$ cat src/design/irc_pkg.sv
package irc_pkg;

    // number format
    localparam int DIGIT_COUNT = 10;
    localparam int DIG_W       = 4;
    localparam int ACC_W       = 40;
    localparam int BASE_W      = 5;
    localparam int CNT_W       = $clog2(DIGIT_COUNT);
    localparam int BIT_CNT_W   = $clog2(ACC_W);
    localparam int TDATA_W     = 8;

    // fixed base and base limits
    localparam logic [BASE_W-1:0] DEC_BASE = BASE_W'(10);
    localparam logic [BASE_W-1:0] MIN_BASE = BASE_W'(2);
    localparam logic [BASE_W-1:0] MAX_BASE = BASE_W'(16);

    // configuration register indexes
    localparam logic REG_DIRECTION = 1'b0;
    localparam logic REG_RADIX     = 1'b1;

    // one finished number handed from the front to the back
    typedef struct packed {
        logic [ACC_W-1:0]  value;
        logic [BASE_W-1:0] base;
    } t_conv_req;

    // back end sequencer
    typedef enum logic [1:0] {
        ST_IDLE,
        ST_DIV,
        ST_EMIT
    } t_back_state;

endpackage

$ cat src/design/irc_front.sv
module irc_front (
    input  logic                   i_clk,
    input  logic                   i_rst_n,
    input  logic                   i_cfg_we,
    input  logic                   i_cfg_index,
    input  logic [4:0]             i_cfg_wdata,
    input  logic                   i_s_tvalid,
    input  logic [3:0]             i_s_tdata,
    output logic                   o_s_tready,
    input  logic                   i_full,
    output logic                   o_push,
    output irc_pkg::t_conv_req     o_req
);
    import irc_pkg::*;

    logic              r_direction;
    logic [BASE_W-1:0] r_radix;
    logic [ACC_W-1:0]  r_acc;
    logic [ACC_W-1:0]  n_acc;
    logic [CNT_W-1:0]  r_cnt;
    logic [CNT_W-1:0]  n_cnt;
    logic [BASE_W-1:0] base;
    logic [BASE_W-1:0] in_base;
    logic [BASE_W-1:0] out_base;
    logic [ACC_W+BASE_W-1:0] prod;
    logic [ACC_W-1:0]  horner;
    logic              last_in;
    logic              accept;

    // clamp the configured base into its legal range
    always_comb begin
        if (r_radix < MIN_BASE) begin
            base = MIN_BASE;
        end else if (r_radix > MAX_BASE) begin
            base = MAX_BASE;
        end else begin
            base = r_radix;
        end
        in_base  = r_direction ? DEC_BASE : base;
        out_base = r_direction ? base : DEC_BASE;
    end

    // horner step: acc * base + digit
    assign prod    = {{BASE_W{1'b0}}, r_acc} * {{ACC_W{1'b0}}, in_base};
    assign horner  = prod[ACC_W-1:0] + {{(ACC_W-DIG_W){1'b0}}, i_s_tdata};
    assign last_in = (r_cnt == CNT_W'(DIGIT_COUNT - 1));

    // a last digit waits for room in the queue
    assign o_s_tready = !last_in || !i_full;
    assign accept     = i_s_tvalid && o_s_tready;
    assign o_push     = accept && last_in;
    assign o_req      = '{value: horner, base: out_base};

    // next accumulator and digit count
    always_comb begin
        n_acc = r_acc;
        n_cnt = r_cnt;
        if (accept) begin
            if (last_in) begin
                n_acc = '0;
                n_cnt = '0;
            end else begin
                n_acc = horner;
                n_cnt = r_cnt + 1'b1;
            end
        end
    end

    // configuration and accumulator registers
    always_ff @(posedge i_clk) begin
        if (!i_rst_n) begin
            r_direction <= 1'b0;
            r_radix     <= MIN_BASE;
            r_acc       <= '0;
            r_cnt       <= '0;
        end else begin
            if (i_cfg_we && i_cfg_index == REG_DIRECTION) begin
                r_direction <= i_cfg_wdata[0];
            end
            if (i_cfg_we && i_cfg_index == REG_RADIX) begin
                r_radix <= i_cfg_wdata;
            end
            r_acc <= n_acc;
            r_cnt <= n_cnt;
        end
    end

endmodule

$ cat src/design/irc_queue.sv
module irc_queue (
    input  logic                   i_clk,
    input  logic                   i_rst_n,
    input  logic                   i_push,
    input  irc_pkg::t_conv_req     i_req,
    output logic                   o_full,
    input  logic                   i_pop,
    output logic                   o_empty,
    output irc_pkg::t_conv_req     o_req
);
    import irc_pkg::*;

    // two-entry queue of finished numbers
    t_conv_req  r_mem [2];
    logic       r_wr;
    logic       r_rd;
    logic [1:0] r_count;
    logic       do_push;
    logic       do_pop;

    assign o_full  = (r_count == 2'd2);
    assign o_empty = (r_count == 2'd0);
    assign o_req   = r_mem[r_rd];
    assign do_push = i_push && !o_full;
    assign do_pop  = i_pop && !o_empty;

    // storage
    always_ff @(posedge i_clk) begin
        if (do_push) begin
            r_mem[r_wr] <= i_req;
        end
    end

    // pointers and fill count
    always_ff @(posedge i_clk) begin
        if (!i_rst_n) begin
            r_wr    <= 1'b0;
            r_rd    <= 1'b0;
            r_count <= 2'd0;
        end else begin
            if (do_push) begin
                r_wr <= !r_wr;
            end
            if (do_pop) begin
                r_rd <= !r_rd;
            end
            if (do_push && !do_pop) begin
                r_count <= r_count + 2'd1;
            end else if (do_pop && !do_push) begin
                r_count <= r_count - 2'd1;
            end
        end
    end

endmodule

$ cat src/design/irc_back.sv
module irc_back (
    input  logic                   i_clk,
    input  logic                   i_rst_n,
    input  logic                   i_empty,
    input  irc_pkg::t_conv_req     i_req,
    output logic                   o_pop,
    output logic                   o_m_tvalid,
    input  logic                   i_m_tready,
    output logic [7:0]             o_m_tdata,
    output logic                   o_m_tlast,
    output logic                   o_m_tuser
);
    import irc_pkg::*;

    t_back_state          r_state;
    t_back_state          n_state;
    logic [ACC_W-1:0]     r_quo;
    logic [ACC_W-1:0]     n_quo;
    logic [DIG_W-1:0]     r_rem;
    logic [DIG_W-1:0]     n_rem;
    logic [BASE_W-1:0]    r_div;
    logic [BASE_W-1:0]    n_div;
    logic [BIT_CNT_W-1:0] r_bit;
    logic [BIT_CNT_W-1:0] n_bit;
    logic [CNT_W-1:0]     r_dcnt;
    logic [CNT_W-1:0]     n_dcnt;
    logic [CNT_W-1:0]     r_idx;
    logic [CNT_W-1:0]     n_idx;
    logic                 r_ovf;
    logic                 n_ovf;
    logic [DIG_W-1:0]     r_digs [DIGIT_COUNT];
    logic [BASE_W-1:0]    rem_sh;
    logic                 ge;
    logic [BASE_W-1:0]    rem_sub;
    logic [DIG_W-1:0]     rem_nx;
    logic [ACC_W-1:0]     quo_nx;
    logic                 bit_done;
    logic                 div_done;
    logic                 emit_take;
    logic                 emit_done;

    // one restoring division step per cycle
    assign rem_sh   = {r_rem, r_quo[ACC_W-1]};
    assign ge       = (rem_sh >= r_div);
    assign rem_sub  = rem_sh - r_div;
    assign rem_nx   = ge ? rem_sub[DIG_W-1:0] : rem_sh[DIG_W-1:0];
    assign quo_nx   = {r_quo[ACC_W-2:0], ge};
    assign bit_done = (r_bit == BIT_CNT_W'(ACC_W - 1));
    assign div_done = bit_done && (r_dcnt == CNT_W'(DIGIT_COUNT - 1));

    assign emit_take = (r_state == ST_EMIT) && i_m_tready;
    assign emit_done = emit_take && (r_idx == CNT_W'(DIGIT_COUNT - 1));

    // next state
    always_comb begin
        n_state = r_state;
        case (r_state)
            ST_IDLE: begin
                if (!i_empty) begin
                    n_state = ST_DIV;
                end
            end
            ST_DIV: begin
                if (div_done) begin
                    n_state = ST_EMIT;
                end
            end
            ST_EMIT: begin
                if (emit_done) begin
                    n_state = ST_IDLE;
                end
            end
            default: n_state = ST_IDLE;
        endcase
    end

    // outputs
    always_comb begin
        o_pop      = 1'b0;
        o_m_tvalid = 1'b0;
        case (r_state)
            ST_IDLE: o_pop      = !i_empty;
            ST_EMIT: o_m_tvalid = 1'b1;
            default: ;
        endcase
        o_m_tdata = {{(TDATA_W-DIG_W){1'b0}}, r_digs[r_idx]};
        o_m_tlast = (r_idx == CNT_W'(DIGIT_COUNT - 1));
        o_m_tuser = r_ovf;
    end

    // datapath next values
    always_comb begin
        n_quo  = r_quo;
        n_rem  = r_rem;
        n_div  = r_div;
        n_bit  = r_bit;
        n_dcnt = r_dcnt;
        n_idx  = r_idx;
        n_ovf  = r_ovf;
        case (r_state)
            ST_IDLE: begin
                n_quo  = i_req.value;
                n_div  = i_req.base;
                n_rem  = '0;
                n_bit  = '0;
                n_dcnt = '0;
                n_idx  = '0;
            end
            ST_DIV: begin
                n_quo = quo_nx;
                if (bit_done) begin
                    n_rem  = '0;
                    n_bit  = '0;
                    n_dcnt = r_dcnt + 1'b1;
                    n_ovf  = (quo_nx != '0);
                end else begin
                    n_rem = rem_nx;
                    n_bit = r_bit + 1'b1;
                end
            end
            ST_EMIT: begin
                if (emit_done) begin
                    n_idx = '0;
                end else if (emit_take) begin
                    n_idx = r_idx + 1'b1;
                end
            end
            default: ;
        endcase
    end

    // digits land least significant first, at the far end of the row
    always_ff @(posedge i_clk) begin
        if (r_state == ST_DIV && bit_done) begin
            r_digs[CNT_W'(DIGIT_COUNT - 1) - r_dcnt] <= rem_nx;
        end
    end

    // datapath registers
    always_ff @(posedge i_clk) begin
        r_quo  <= n_quo;
        r_rem  <= n_rem;
        r_div  <= n_div;
        r_bit  <= n_bit;
        r_dcnt <= n_dcnt;
        r_ovf  <= n_ovf;
    end

    // control registers
    always_ff @(posedge i_clk) begin
        if (!i_rst_n) begin
            r_state <= ST_IDLE;
            r_idx   <= '0;
        end else begin
            r_state <= n_state;
            r_idx   <= n_idx;
        end
    end

endmodule

$ cat src/design/integer_radix_converter.sv
// Fixed-length radix converter: numbers of ten digit values arrive most
// significant digit first, in the configured base (direction 0) or in
// decimal (direction 1), and leave as ten digits in the other base, most
// significant first, with tlast on the final digit and tuser set on every
// digit when nonzero high digits were dropped. The front takes one digit
// per cycle, except that a number's last digit waits while the queue is
// full, and folds it into a 40-bit accumulator; a finished number moves
// through a two-entry queue to the back, whose bit-serial divider produces
// the ten output digits one after another. The back works on one number
// at a time and pops the next only after the last digit of the current
// one has been sent; the front keeps taking digits meanwhile.
module integer_radix_converter (
    input  logic       i_clk,
    input  logic       i_rst_n,
    // configuration: index 0 direction, index 1 radix
    input  logic       i_cfg_we,
    input  logic       i_cfg_index,
    input  logic [4:0] i_cfg_wdata,
    // digit requests in
    input  logic       s_axis_tvalid,
    output logic       s_axis_tready,
    input  logic [7:0] s_axis_tdata,   // [3:0] digit_in, [7:4] zero
    // converted digits out
    output logic       m_axis_tvalid,
    input  logic       m_axis_tready,
    output logic [7:0] m_axis_tdata,   // [3:0] digit_out, [7:4] zero
    output logic       m_axis_tlast,   // last_digit
    output logic       m_axis_tuser    // [0] overflow
);
    import irc_pkg::*;

    t_conv_req push_req;
    t_conv_req pop_req;
    logic      push;
    logic      full;
    logic      pop;
    logic      empty;

    // front: horner accumulation
    irc_front u_front (
        .i_clk       (i_clk),
        .i_rst_n     (i_rst_n),
        .i_cfg_we    (i_cfg_we),
        .i_cfg_index (i_cfg_index),
        .i_cfg_wdata (i_cfg_wdata),
        .i_s_tvalid  (s_axis_tvalid),
        .i_s_tdata   (s_axis_tdata[3:0]),
        .o_s_tready  (s_axis_tready),
        .i_full      (full),
        .o_push      (push),
        .o_req       (push_req)
    );

    // queue of finished numbers
    irc_queue u_queue (
        .i_clk   (i_clk),
        .i_rst_n (i_rst_n),
        .i_push  (push),
        .i_req   (push_req),
        .o_full  (full),
        .i_pop   (pop),
        .o_empty (empty),
        .o_req   (pop_req)
    );

    // back: repeated division and digit output
    irc_back u_back (
        .i_clk      (i_clk),
        .i_rst_n    (i_rst_n),
        .i_empty    (empty),
        .i_req      (pop_req),
        .o_pop      (pop),
        .o_m_tvalid (m_axis_tvalid),
        .i_m_tready (m_axis_tready),
        .o_m_tdata  (m_axis_tdata),
        .o_m_tlast  (m_axis_tlast),
        .o_m_tuser  (m_axis_tuser)
    );

endmodule
$ cat config.mk
export PLATFORM = sky130hd
export DESIGN_NAME = integer_radix_converter
export DESIGN_NICKNAME = d
export VERILOG_FILES = /design/src/design/irc_pkg.sv /design/src/design/irc_front.sv /design/src/design/irc_queue.sv /design/src/design/irc_back.sv /design/src/design/integer_radix_converter.sv
export SDC_FILE = /design/constraint.sdc
export NUM_CORES = 1
export LEC_CHECK = 0
export ABC_AREA = 1
export BUFFER_PORTS_ARGS = -buffer_cell sky130_fd_sc_hd__buf_2
export CAP_MARGIN = 20
export CORE_UTILIZATION = 30
export DETAILED_ROUTE_END_ITERATION = 10
export GPL_ROUTABILITY_DRIVEN = 0
export PLACE_DENSITY_LB_ADDON = 0.12
export REMOVE_ABC_BUFFERS = 1
export SYNTH_ARGS = -nofsm -noshare
export SYNTH_HDL_FRONTEND = slang
export SYNTH_SLANG_ARGS = --single-unit
$ cat constraint.sdc
create_clock -name i_clk -period 12 [get_ports i_clk]
set_clock_uncertainty 0.05 [all_clocks]
set_input_delay 0.6 -clock i_clk [delete_from_list [all_inputs] [get_ports i_clk]]
set_output_delay 0.6 -clock i_clk [all_outputs]
set_load 0.005 [all_outputs]
Word level (Yosys, flattened, before mapping)
Memory sizes are Yosys's and may differ from the RTL's. A register that Yosys moved wholly into a read port is not among the register bits. Index checks and enable logic that the tools add are counted.

Output and inout bits: 12. Memory bits (writable): 130. Flip-flop bits (word level): 120. Bits of input ports: 19. Memories kept: 2.

$add $sub $neg: 9. Reductions and logical operators: 30. Multiplexer cells: 33. Equality and inequality tests: 12. Multiply operators: 1. Order comparisons: 3. Bitwise operators: 1.

Memories: u_queue.r_mem (words 2, bits a word 45, rd ports 1, clocked after memory_dff 1, write ports 1, RTL line irc_queue.sv:14) `t_conv_req r_mem [2];`; u_back.r_digs (words 10, bits a word 4, rd ports 1, clocked after memory_dff 1, write ports 1, RTL line irc_back.sv:31) `logic [DIG_W-1:0] r_digs [DIGIT_COUNT];`.

Operators with widths (count): $pmux 40 s2 (1); $add 40x4->40 (1); $mul 40x5->40 (1); $mux 40 (1); $reduce_bool 40->1 (1); $mux 4 (8); $pmux 4 s2 (3); $mux 5 (4); $add 4x1->4 const B (3); $eq 4x4->1 const B (3); $logic_and 1x1->1 (12); $pmux 6 s2 (1); $mux 2 (5); $mux 1 (8); $logic_not 1->1 (7); $add 6x1->6 const B (1); $eq 6x6->1 const B (1); $mux 6 (1); $ne 2x1->1 const B (3); $pmux 2 s3 (1); $reduce_and 2->1 (3); $reduce_bool 2->1 (3); $ge 5x5->1 (1); $gt 5x5->1 const B (1); 13 further kinds (15).

Logic depth before layout (Yosys ltp)
Gate-level depths: netlist of the first run.

Word-level depth: 10. Depth in mapped cells: 28. Depth with buffers taken out: 28.

Cells and area by module
Synthesis of the first run repeated with hierarchy kept, for this count alone.

Cell total of the unflattened synthesis: 2127. Area total of the unflattened synthesis: 18092.4 um^2.

Modules (own cells, without submodules): irc_front (instances 1, sequential area each 1001.0 um^2, area an instance 9248.9 um^2, cells an instance 1436); irc_back (instances 1, sequential area each 3203.1 um^2, area an instance 5147.4 um^2, cells an instance 513); irc_queue (instances 1, sequential area each 2802.7 um^2, area an instance 3696.0 um^2, cells an instance 178).

Least setup slack after synthesis of the first run
No wires, ideal clock.

Path type: reg2reg. Start: register u_front.r_radix[4]. End: memory u_queue.r_mem[0][31] (netlist bit) (data pin). Setup time: 0.258 ns. Arrival time: 4.124 ns. Stages on the path, launching flop included: 24. Clock period less this slack: 4.431 ns. Slack: 7.569 ns. Data required time: 11.692 ns. Cells stage by stage: dfxtp_1 inv_2 nand2_2 nand2_4 inv_1 clkbuf_1 nor2_1 fa_1 fa_1 inv_1 fa_1 inv_1 ha_1 clkbuf_2 o21ai_2 inv_2 nand2_1 nand2_2 nand3_1 nand2_1 nand2_1 nand2_1 or2_1 and2_1.

RTL lines: start, declared (RTL line irc_front.sv:17) `logic [BASE_W-1:0] r_radix;`; start signal, assigned (RTL line irc_front.sv:81) `r_radix <= i_cfg_wdata;`; end, declared (RTL line irc_queue.sv:14).

==> results of run 1 <==
cells by family (layout without fill, tap and decap cells):
logic type / Yosys count / after routing / share of synthesized area
simple gates: 795 / 795 / 0.188
buf+inv: 529 / 565 / 0.114
compound gates: 265 / 265 / 0.0828
flops: 255 / 255 / 0.397
fa+ha+maj: 204 / 204 / 0.192
xor+xnor: 30 / 30 / 0.0157
mux: 18 / 18 / 0.0106
other cells: 1 / 4 / 0.000212
worst max-delay path, cell delays in order, from the launching register on:
cell and delay, ns:
dfxtp_1 0.42, nor2_1 0.08, nand3_1 0.07, nand2_1 0.07
nand3_2 0.08, buf_4 0.38, inv_1 0.33, nand2_1 0.15
fa_1 0.44, fa_1 0.51, fa_1 0.55, inv_1 0.05
ha_1 0.37, a21oi_1 0.25, nand2_2 0.12, nand3_1 0.10
nand2_2 0.09, and3_1 0.16, nor2_1 0.29, nand3_1 0.16
and2_1 0.20
area by class of cell:
class                           count  area (um2)  share of cell area
Clock inverter                     12         171             0.00871
Timing Repair Buffer               36         255              0.0130
Tap cell                          765         957              0.0486
Inverter                          471        1770              0.0899
Multi-Input combinational cell   1316        8680               0.441
Sequential cell                   255        7010               0.356
Clock buffer                       46         852              0.0433
state kept, by name, summed over array words and instances, names as in the netlist, 5 cells and up, named ones only:
register and cells:
u_back.r_bit 6, u_back.r_digs 40, u_back.r_div 5, u_back.r_quo 40
u_front.r_acc 40, u_front.r_radix 5, u_queue.r_mem 90
synthesized netlist by cell type (all sizes together), types with 7 or more instances:
cell type,n
ha,93
nand3,54
edfxtp,190
o21ai,119
nor4,11
a21oi,97
clkbuf,38
xor2,25
fa,111
o21bai,7
inv,471
nand4,19
buf,20
o211ai,30
nor2,264
nand2,408
mux2i,13
and2,18
dfxtp,65
nor3,7
power breakdown:
part           internal (mW)  switching (mW)  total, mW  leakage [nW]
Sequential              1.16          0.0687       1.23          2.36
Clock                  0.575           0.365      0.940         0.492
Combinational          0.192           0.432      0.624          5.60
Total                   1.93           0.865       2.79          8.46
worst max path at each step:
stage / startpoint / end / slack, ns / cells past startpoint
2_1_floorplan: u_front.r_radix[1]$_SDFFE_PN1P_ / u_queue.r_mem[0][31]$_DFFE_PP_ / 6.95 / 22
3_3_place_gp: u_front.r_direction$_SDFFE_PN0P_ / u_queue.r_mem[0][44]$_DFFE_PP_ / 6.43 / 18
3_5_place_dp: u_front.r_direction$_SDFFE_PN0P_ / u_queue.r_mem[0][44]$_DFFE_PP_ / 6.36 / 18
4_1_cts: u_front.r_direction$_SDFFE_PN0P_ / u_queue.r_mem[0][44]$_DFFE_PP_ / 6.37 / 18
5_1_grt: u_front.r_radix[4]$_SDFFE_PN0P_ / u_queue.r_mem[0][44]$_DFFE_PP_ / 6.40 / 22
6_report: u_front.r_radix[2]$_SDFFE_PN0P_ / u_queue.r_mem[0][44]$_DFFE_PP_ / 6.71 / 20
through the flow:
stage / total power, mW / std cells / utilization
2_1_floorplan: 1.65 / 2042 / -
3_3_place_gp: 1.87 / 2841 / 0.321
3_5_place_dp: 1.89 / 2842 / 0.322
4_1_cts: 2.85 / 2900 / 0.340
5_1_grt: 2.98 / 2901 / 0.340
6_report: 2.79 / 2901 / 0.340
routing by layer:
layer / up-vias / part of all wire / routed length (um) / track usage
li1: 6569 / - / - / -
met1: 6088 / 0.48 / 20800 / 0.196
met3: 43 / 0.025 / 1080 / 0.0154
met2: 131 / 0.47 / 20500 / 0.261
met4: 0 / 0.020 / 860 / 0.0355
met5: - / 0 / 0 / 0
==> flow_summary.yaml, run 1 <==
setup_path:
  reg2reg_from: "u_front.r_radix[2]$_SDFFE_PN0P_"
  crit_type: "flop to flop"
  crit_path_end_kind: "flop"
  arrival_ns: 5.55
  rr_endpoint: "u_queue.r_mem[0][44]$_DFFE_PP_"
  cp_max_fo: 34
  reg2reg_slack_ns: 6.71
  start_kind: "flop"
  ff2ff_path_depth: 20
  cp_data_required_time_ns: 12.26
placement:
  pre_cts_slack_ns: 6.36
  place.port_buffers: 22
  dpl_cell_area_um2: 18600
  dp_hpwl_mm: 32.9
synth:
  synth-main-ff-cell: "edfxtp_1"
  postSynth.asyncResetShare: 0
  synth_edf_count: 190
  synthDominantCellAreaShare: 0.323
  syn_avg_cell_area_um2: 8.42
  netlist_top_cells_area: "edfxtp_1, fa_1, inv_1"
  synth_top_cell_by_area: "edfxtp_1"
  synth.distinct_cells: 50
  seq_area_frac_synth: 0.397
  yosysWarnings: 0
  ys_seq_elements: 255
  syn_inst: 2097
  syn-cell-area_um2: 17700
job:
  max_cap_violations: 0
floorplan:
  die_area_um2: 59900
  die_y_um: 245
  io_pins: 31
  num_rows: 88
  start_util: 0.305
  core_area_um2: 57900
  die_x_um: 245
min_path:
  hold_path_end: "u_front.r_radix[1]$_SDFFE_PN1P_"
  hold_class: "primary input to flop"
  worstHoldStart: "i_cfg_wdata[1]"
  hold_depth: 3
detailed_routing:
  drt_iter0_drc: 424
  first_pass_iters: 5
  wirelength_mm: 43.2
  via_count: 12831
  drc: 0
  drt.antenna.violating_nets: 0
  routed_via_density: 4.42
  post_drt_wl_per_cell_um: 14.9
layout:
  final_cell_area_um2: 19700
  syn_to_final_growth_pct: 11.5
  final_common_cell: "inv_1"
  final.fill_count: 6185
  layout-drive-gt1-share: 0.0609
  nets: 2334
  layout_common_cells: "inv_1, nand2_1, nor2_1"
  diodes: 0
timing:
  relSlewSlack: 0.286
  finalHoldViolCount: 0
  finalSetupTns_ns: 0
  finalCritPeriodShare: 0.440
  maxSlewViolCount: 0
  fmax_ghz: 0.189
  timing.final.ws_setup_ns: 6.71
  holdWs_ns: 0.207
  finalSetupViolCount: 0
  tightest_slew_ns: 1.07
  min_period_ns: 5.29
  grt_setup_unrepaired: "no"
global_route:
  grt_pass1_vias: 13479
  antenna_found_initial: 0
  grt_max_degree: 85
  grt-ovfl-total: 0
  track_usage: 0.149
  grt_pass1_wl_mm: 71.2
outcome:
  status: "complete, no violations"
clock_network:
  post_cts_buffers: 0
  ctsHtreeMaxLevel: 1
  hold_buffers: 0
  cts.repair.resized: 0
  clock-sinks: 255
  clkSlewWorstSetupHoldPaths_ns: 0.06
  insertion_delay_ns: 0.57
  cts-root-buf: "clkbuf_16"
  cts_tree: "done"
  cts_made_buffers: 31
  max-clock-path-buffers: 3
pwr:
  power_density_nw_per_um2: 142
  power_leakage_nw: 8.46
  peakVddDrop_v: 0.000103
(Power assumes the default switching activity.)
==> inputs of run 2 (changes only) <==
==> constraint.sdc (replaced) <==
create_clock -name i_clk -period 4.5 [get_ports i_clk]
set_clock_uncertainty 0.05 [all_clocks]
set_input_delay 0.225 -clock i_clk [delete_from_list [all_inputs] [get_ports i_clk]]
set_output_delay 0.225 -clock i_clk [all_outputs]
set_load 0.005 [all_outputs]
==> flow_summary.yaml, run 2 (synthesized netlist as in run 1, its figures left out) <==
clock_network:
  cts_made_buffers: 29
  ctsHtreeMaxLevel: 1
  cts-root-buf: "clkbuf_16"
  cts_tree: "done"
  clock-sinks: 255
  clkSlewWorstSetupHoldPaths_ns: 0.06
  insertion_delay_ns: 0.56
  max-clock-path-buffers: 3
setup_path:
  crit_type: "flop to flop"
  ff2ff_path_depth: 26
  start_kind: "flop"
  crit_family: "adder cells"
  cp_max_fo: 29
  cp_data_required_time_ns: 4.75
  crit_top_cell: "nand2_1"
  path_buf_inv: 7
  arrival_ns: 4.77
  reg2reg_slack_ns: -0.02
  reg2reg_from: "u_front.r_radix[4]$_SDFFE_PN0P_"
  cpPeakStageDelay_ns: 0.43
  crit_path_end_kind: "flop"
  rr_endpoint: "u_queue.r_mem[0][33]$_DFFE_PP_"
  crit_cells: 26
  crit_slowest_cell: "fa_1"
timing:
  finalHoldViolCount: 0
  maxSlewViolCount: 0
  fmax_ghz: 0.221
  min_period_ns: 4.52
  finalSetupTns_ns: -0.0308
  holdWs_ns: 0.0409
  grt_setup_unrepaired: "yes"
  finalCritPeriodShare: 1.00
  relSlewSlack: 0.254
  timing.final.ws_setup_ns: -0.0174
  finalSetupViolCount: 2
  tightest_slew_ns: 1.12
pwr:
  power_leakage_nw: 9.47
  power_density_nw_per_um2: 333
  peakVddDrop_v: 0.000274
  power.total_mw: 7.32
layout:
  top_register: "u_queue.r_mem"
  final.fill_count: 6105
  layout-drive-gt1-share: 0.194
  syn_to_final_growth_pct: 24.4
  layout_common_cells: "inv_1, nand2_1, nor2_1"
  largest_register_ffs: 90
  layoutNonFillerInstCount: 3112
  final_common_cell: "inv_1"
  final_cell_area_um2: 22000
  diodes: 0
  nets: 2548
  fin_util: 0.380
placement:
  pre_cts_slack_ns: -0.297
  dp.cells: 3029
  place.port_buffers: 22
  dpl_cell_area_um2: 20100
  dp_hpwl_mm: 36.0
min_path:
  worstHoldStart: "i_cfg_index"
  hold_class: "primary input to flop"
  hold_path_end: "u_front.r_radix[4]$_SDFFE_PN0P_"
  hold_depth: 3
global_route:
  track_usage: 0.160
  grt_pass1_wl_mm: 76.2
  grt-ovfl-total: 0
  grt_max_degree: 51
  grt_pass1_vias: 14087
  antenna_found_initial: 1
floorplan:
  start_util: 0.305
  io_pins: 31
  die_y_um: 245
  num_rows: 88
  die_area_um2: 59900
  core_area_um2: 57900
  die_x_um: 245
detailed_routing:
  drt_iter0_drc: 632
  routed_via_density: 4.44
  wirelength_mm: 46.5
  first_pass_iters: 5
  drt.antenna.violating_nets: 0
  via_count: 13813
  post_drt_wl_per_cell_um: 15.0
  drc: 0
outcome:
  violations: "negative setup slack"
  status: "finished, violations left"
job:
  max_cap_violations: 0
[run 2: changes by cell type in the layout (fill, tap and decap cells not counted), moves of 21 or more]
cell,previous run,this run
buf_4,12,204
ha_1,93,70
nor2_2,3,37
ha_4,0,21
a21oi_1,94,70
nor2_1,258,223
a21oi_2,3,24
[run 2: metal layers]
layer | track usage | wire [um] | vias up
met2 | 0.275 | 22200 | 142
met1 | 0.218 | 22400 | 6629
met5 | 0 | 0 | -
li1 | - | - | 7009
met4 | 0.0296 | 647 | 0
met3 | 0.0161 | 1320 | 33
[run 2: worst max path at each step]
| stage | from | to |
|---|---|---|
| finish | u_front.r_radix[4]$_SDFFE_PN0P_ | u_queue.r_mem[0][33]$_DFFE_PP_ |
| global route | u_front.r_radix[3]$_SDFFE_PN0P_ | u_queue.r_mem[1][44]$_DFFE_PP_ |
| CTS | u_front.r_radix[1]$_SDFFE_PN1P_ | u_queue.r_mem[0][38]$_DFFE_PP_ |
| detailed placement | u_front.r_radix[4]$_SDFFE_PN0P_ | u_front.r_acc[12]$_SDFFE_PN0P_ |
| global placement | u_front.r_radix[4]$_SDFFE_PN0P_ | u_front.r_acc[12]$_SDFFE_PN0P_ |
| floorplan | u_front.r_radix[1]$_SDFFE_PN1P_ | u_queue.r_mem[0][31]$_DFFE_PP_ |
[run 2: worst reg2reg max path, stage by stage, from the launching register on]
cell and delay, ns:
dfxtp_2 0.33, buf_4 0.14, nor2_1 0.13, inv_1 0.08, nor2_2 0.12, nand2_2 0.08
buf_12 0.16, buf_4 0.22, nor2_1 0.12, fa_1 0.43, ha_1 0.31, ha_1 0.28
ha_1 0.24, fa_2 0.36, nand2_1 0.07, nand2_1 0.06, o21ai_2 0.08, inv_2 0.06
nand2_1 0.07, nand2_2 0.08, nand2_1 0.08, nand2_2 0.07, buf_4 0.14, nand2_1 0.07
nand2_2 0.09, xor2_4 0.21, buf_4 0.14
[run 2: area by class of cell]
type | count | area (um2) | area share
Clock inverter | 8 | 77.6 | 0.00353
Tap cell | 765 | 957 | 0.0435
Clock buffer | 45 | 806 | 0.0367
Inverter | 471 | 1770 | 0.0805
Sequential cell | 255 | 7010 | 0.319
Multi-Input combinational cell | 1316 | 9370 | 0.426
Timing Repair Buffer | 252 | 1990 | 0.0904
[run 2: where the power goes]
group	total [mW]	switching, mW	leakage, nW	internal, mW
sequential	3.32	0.235	2.36	3.09
combinational	1.77	1.15	6.69	0.624
clock	2.23	0.946	0.425	1.28
total	7.32	2.33	9.47	5.00
[run 2: repair_timing]
item / in CTS / in global routing
pin swaps: 8 / 8
buffers inserted: 8 / 5
resized for setup: 80 / 79
hold buffers: 17 / 0
endpoints found under the hold margin: 15 / 0
endpoints found under the setup margin: 81 / 99
==> inputs of run 3 (changes only) <==
--- a/config.mk
+++ b/config.mk
@@ -8,9 +8,11 @@
 export ABC_AREA = 1
 export BUFFER_PORTS_ARGS = -buffer_cell sky130_fd_sc_hd__buf_2
 export CAP_MARGIN = 20
+export CORE_ASPECT_RATIO = 0.7
 export CORE_UTILIZATION = 30
 export DETAILED_ROUTE_END_ITERATION = 10
 export GPL_ROUTABILITY_DRIVEN = 0
+export GPL_TIMING_DRIVEN = 0
 export PLACE_DENSITY_LB_ADDON = 0.12
 export REMOVE_ABC_BUFFERS = 1
 export SYNTH_ARGS = -nofsm -noshare
==> flow_summary.yaml, run 3 (synthesized netlist as in run 1, its figures left out) <==
global_route:
  grt-ovfl-total: 0
  grt_max_degree: 85
  grt_pass1_vias: 13245
  antenna_found_initial: 0
  grt_pass1_wl_mm: 75.9
  track_usage: 0.162
timing:
  timing.final.ws_setup_ns: -0.0421
  relSlewSlack: 0.275
  finalHoldViolCount: 0
  fmax_ghz: 0.220
  finalSetupTns_ns: -0.274
  min_period_ns: 4.54
  finalSetupViolCount: 10
  finalCritPeriodShare: 1.01
  grt_setup_unrepaired: "yes"
  tightest_slew_ns: 1.09
  maxSlewViolCount: 0
clock_network:
  max-clock-path-buffers: 3
  ctsHtreeMaxLevel: 1
  cts_tree: "done"
  clock-sinks: 255
  cts-root-buf: "clkbuf_16"
  clkSlewWorstSetupHoldPaths_ns: 0.06
  insertion_delay_ns: 0.59
  cts_made_buffers: 27
layout:
  layout_common_cells: "inv_1, nand2_1, edfxtp_1"
  syn_to_final_growth_pct: 29.1
  final_common_cell: "inv_1"
  top_register: "u_queue.r_mem"
  register_area_um2: 7020
  fin_util: 0.392
  multi_input_area_um2: 10800
  nets: 2422
  final.fill_count: 5779
  layout-drive-gt1-share: 0.255
  largest_register_ffs: 90
detailed_routing:
  first_pass_iters: 5
  drc: 0
  post_drt_wl_per_cell_um: 16.4
  drt_iter0_drc: 714
  routed_via_density: 4.54
  drt.antenna.violating_nets: 0
  via_count: 13520
  wirelength_mm: 48.9
setup_path:
  rr_endpoint: "u_queue.r_mem[1][35]$_DFFE_PP_"
  cp_data_required_time_ns: 4.75
  crit_path_end_kind: "flop"
  ff2ff_path_depth: 20
  crit_type: "flop to flop"
  start_kind: "flop"
  cp_max_fo: 7
  reg2reg_from: "u_front.r_radix[2]$_SDFFE_PN0P_"
  reg2reg_slack_ns: -0.04
  arrival_ns: 4.79
floorplan:
  io_pins: 31
  start_util: 0.303
  num_rows: 74
  die_area_um2: 59900
  die_x_um: 292
  core_area_um2: 58200
  die_y_um: 205
placement:
  place.port_buffers: 22
  pre_cts_slack_ns: -1.38
  dp_hpwl_mm: 35.6
outcome:
  violations: "negative setup slack"
  status: "finished, violations left"
min_path:
  worstHoldStart: "i_cfg_index"
  hold_path_end: "u_front.r_radix[4]$_SDFFE_PN0P_"
  hold_class: "primary input to flop"
  hold_depth: 3
pwr:
  power_frac_comb: 0.241
  power.total_mw: 7.45
  pwr-share-clk: 0.306
  seqPwrFrac: 0.453
  internal_power_mw: 5.04
  peakVddDrop_v: 0.000304
  power_density_nw_per_um2: 327
  power_leakage_nw: 9.45
  p_switching_mw: 2.41
  switching_share: 0.324
job:
  max_cap_violations: 0
==> run 3: cell type report <==
class                      count  share of cell area
tap                          760              0.0417
multi-input combinational   1319               0.473
inverter                     471              0.0784
sequential                   255               0.308
clock inverter                10             0.00428
antenna                        1            0.000110
timing repair buffer         125              0.0591
clock buffer                  40              0.0354
==> run 3: per-stage QoR <==
stage                     area [um2]  hold slack [ns]  std cells
after floorplan                17400            0.273       2042
after CTS                      21200          0.00120       2942
after global placement         18500            0.414       2824
final                          22800           0.0404       2981
after global routing           22800           0.0470       2980
after detailed placement       18800            0.422       2840
==> run 3: timing repair <==
item | in CTS | in global routing
cloned | 3 | 2
buffers inserted | 35 | 36
resized for setup | 230 | 310
setup endpoints to repair | 108 | 92
hold endpoints to repair | 15 | 0
pin swaps | 44 | 134
hold buffers | 14 | 0
==> run 3: per-layer routing <==
layer / share of wire / wire, um / up-vias / global-route usage
li1: - / - / 6767 / -
met1: 0.54 / 26400 / 6547 / 0.258
met2: 0.40 / 19800 / 158 / 0.229
met3: 0.038 / 1880 / 48 / 0.0227
met4: 0.018 / 872 / 0 / 0.0308
met5: 0 / 0 / - / 0
==> run 3: power by group through the flow <==
stage | clock [mW] | sequential [mW] | combinational (mW)
2_1_floorplan | 0 | 3.33 | 1.08
4_1_cts | 2.35 | 3.39 | 1.75
5_1_grt | 2.43 | 3.44 | 2.03
3_3_place_gp | 0 | 3.44 | 1.54
6_report | 2.28 | 3.38 | 1.79
3_5_place_dp | 0 | 3.43 | 1.63
==> run 3: worst max path at each step <==
stage,startpoint,end,slack [ns],depth (start not counted)
2_1_floorplan,u_front.r_radix[1]$_SDFFE_PN1P_,u_queue.r_mem[0][31]$_DFFE_PP_,-0.55,22
3_3_place_gp,u_front.r_radix[1]$_SDFFE_PN1P_,u_queue.r_mem[0][44]$_DFFE_PP_,-2.62,21
3_5_place_dp,u_front.r_radix[2]$_SDFFE_PN0P_,u_queue.r_mem[0][44]$_DFFE_PP_,-1.38,19
4_1_cts,u_front.r_radix[2]$_SDFFE_PN0P_,u_front.r_acc[19]$_SDFFE_PN0P_,-0.03,24
5_1_grt,u_front.r_radix[2]$_SDFFE_PN0P_,u_queue.r_mem[1][31]$_DFFE_PP_,-0.20,22
6_report,u_front.r_radix[2]$_SDFFE_PN0P_,u_queue.r_mem[1][35]$_DFFE_PP_,-0.04,20
==> run 3: critical path, stage by stage (launching register included) <==
cell and delay [ns]:
dfxtp_4 0.36, nor2_4 0.10, nand3_2 0.09, nand2_4 0.14
nand3_4 0.09, buf_12 0.16, buf_12 0.15, nor2_2 0.08
fa_1 0.41, inv_1 0.08, fa_1 0.44, fa_1 0.56
inv_1 0.07, ha_4 0.27, a21oi_4 0.19, o21ai_1 0.12
a21oi_2 0.22, nor2_1 0.06, nor2_1 0.17, nand3_1 0.14
and2_4 0.23
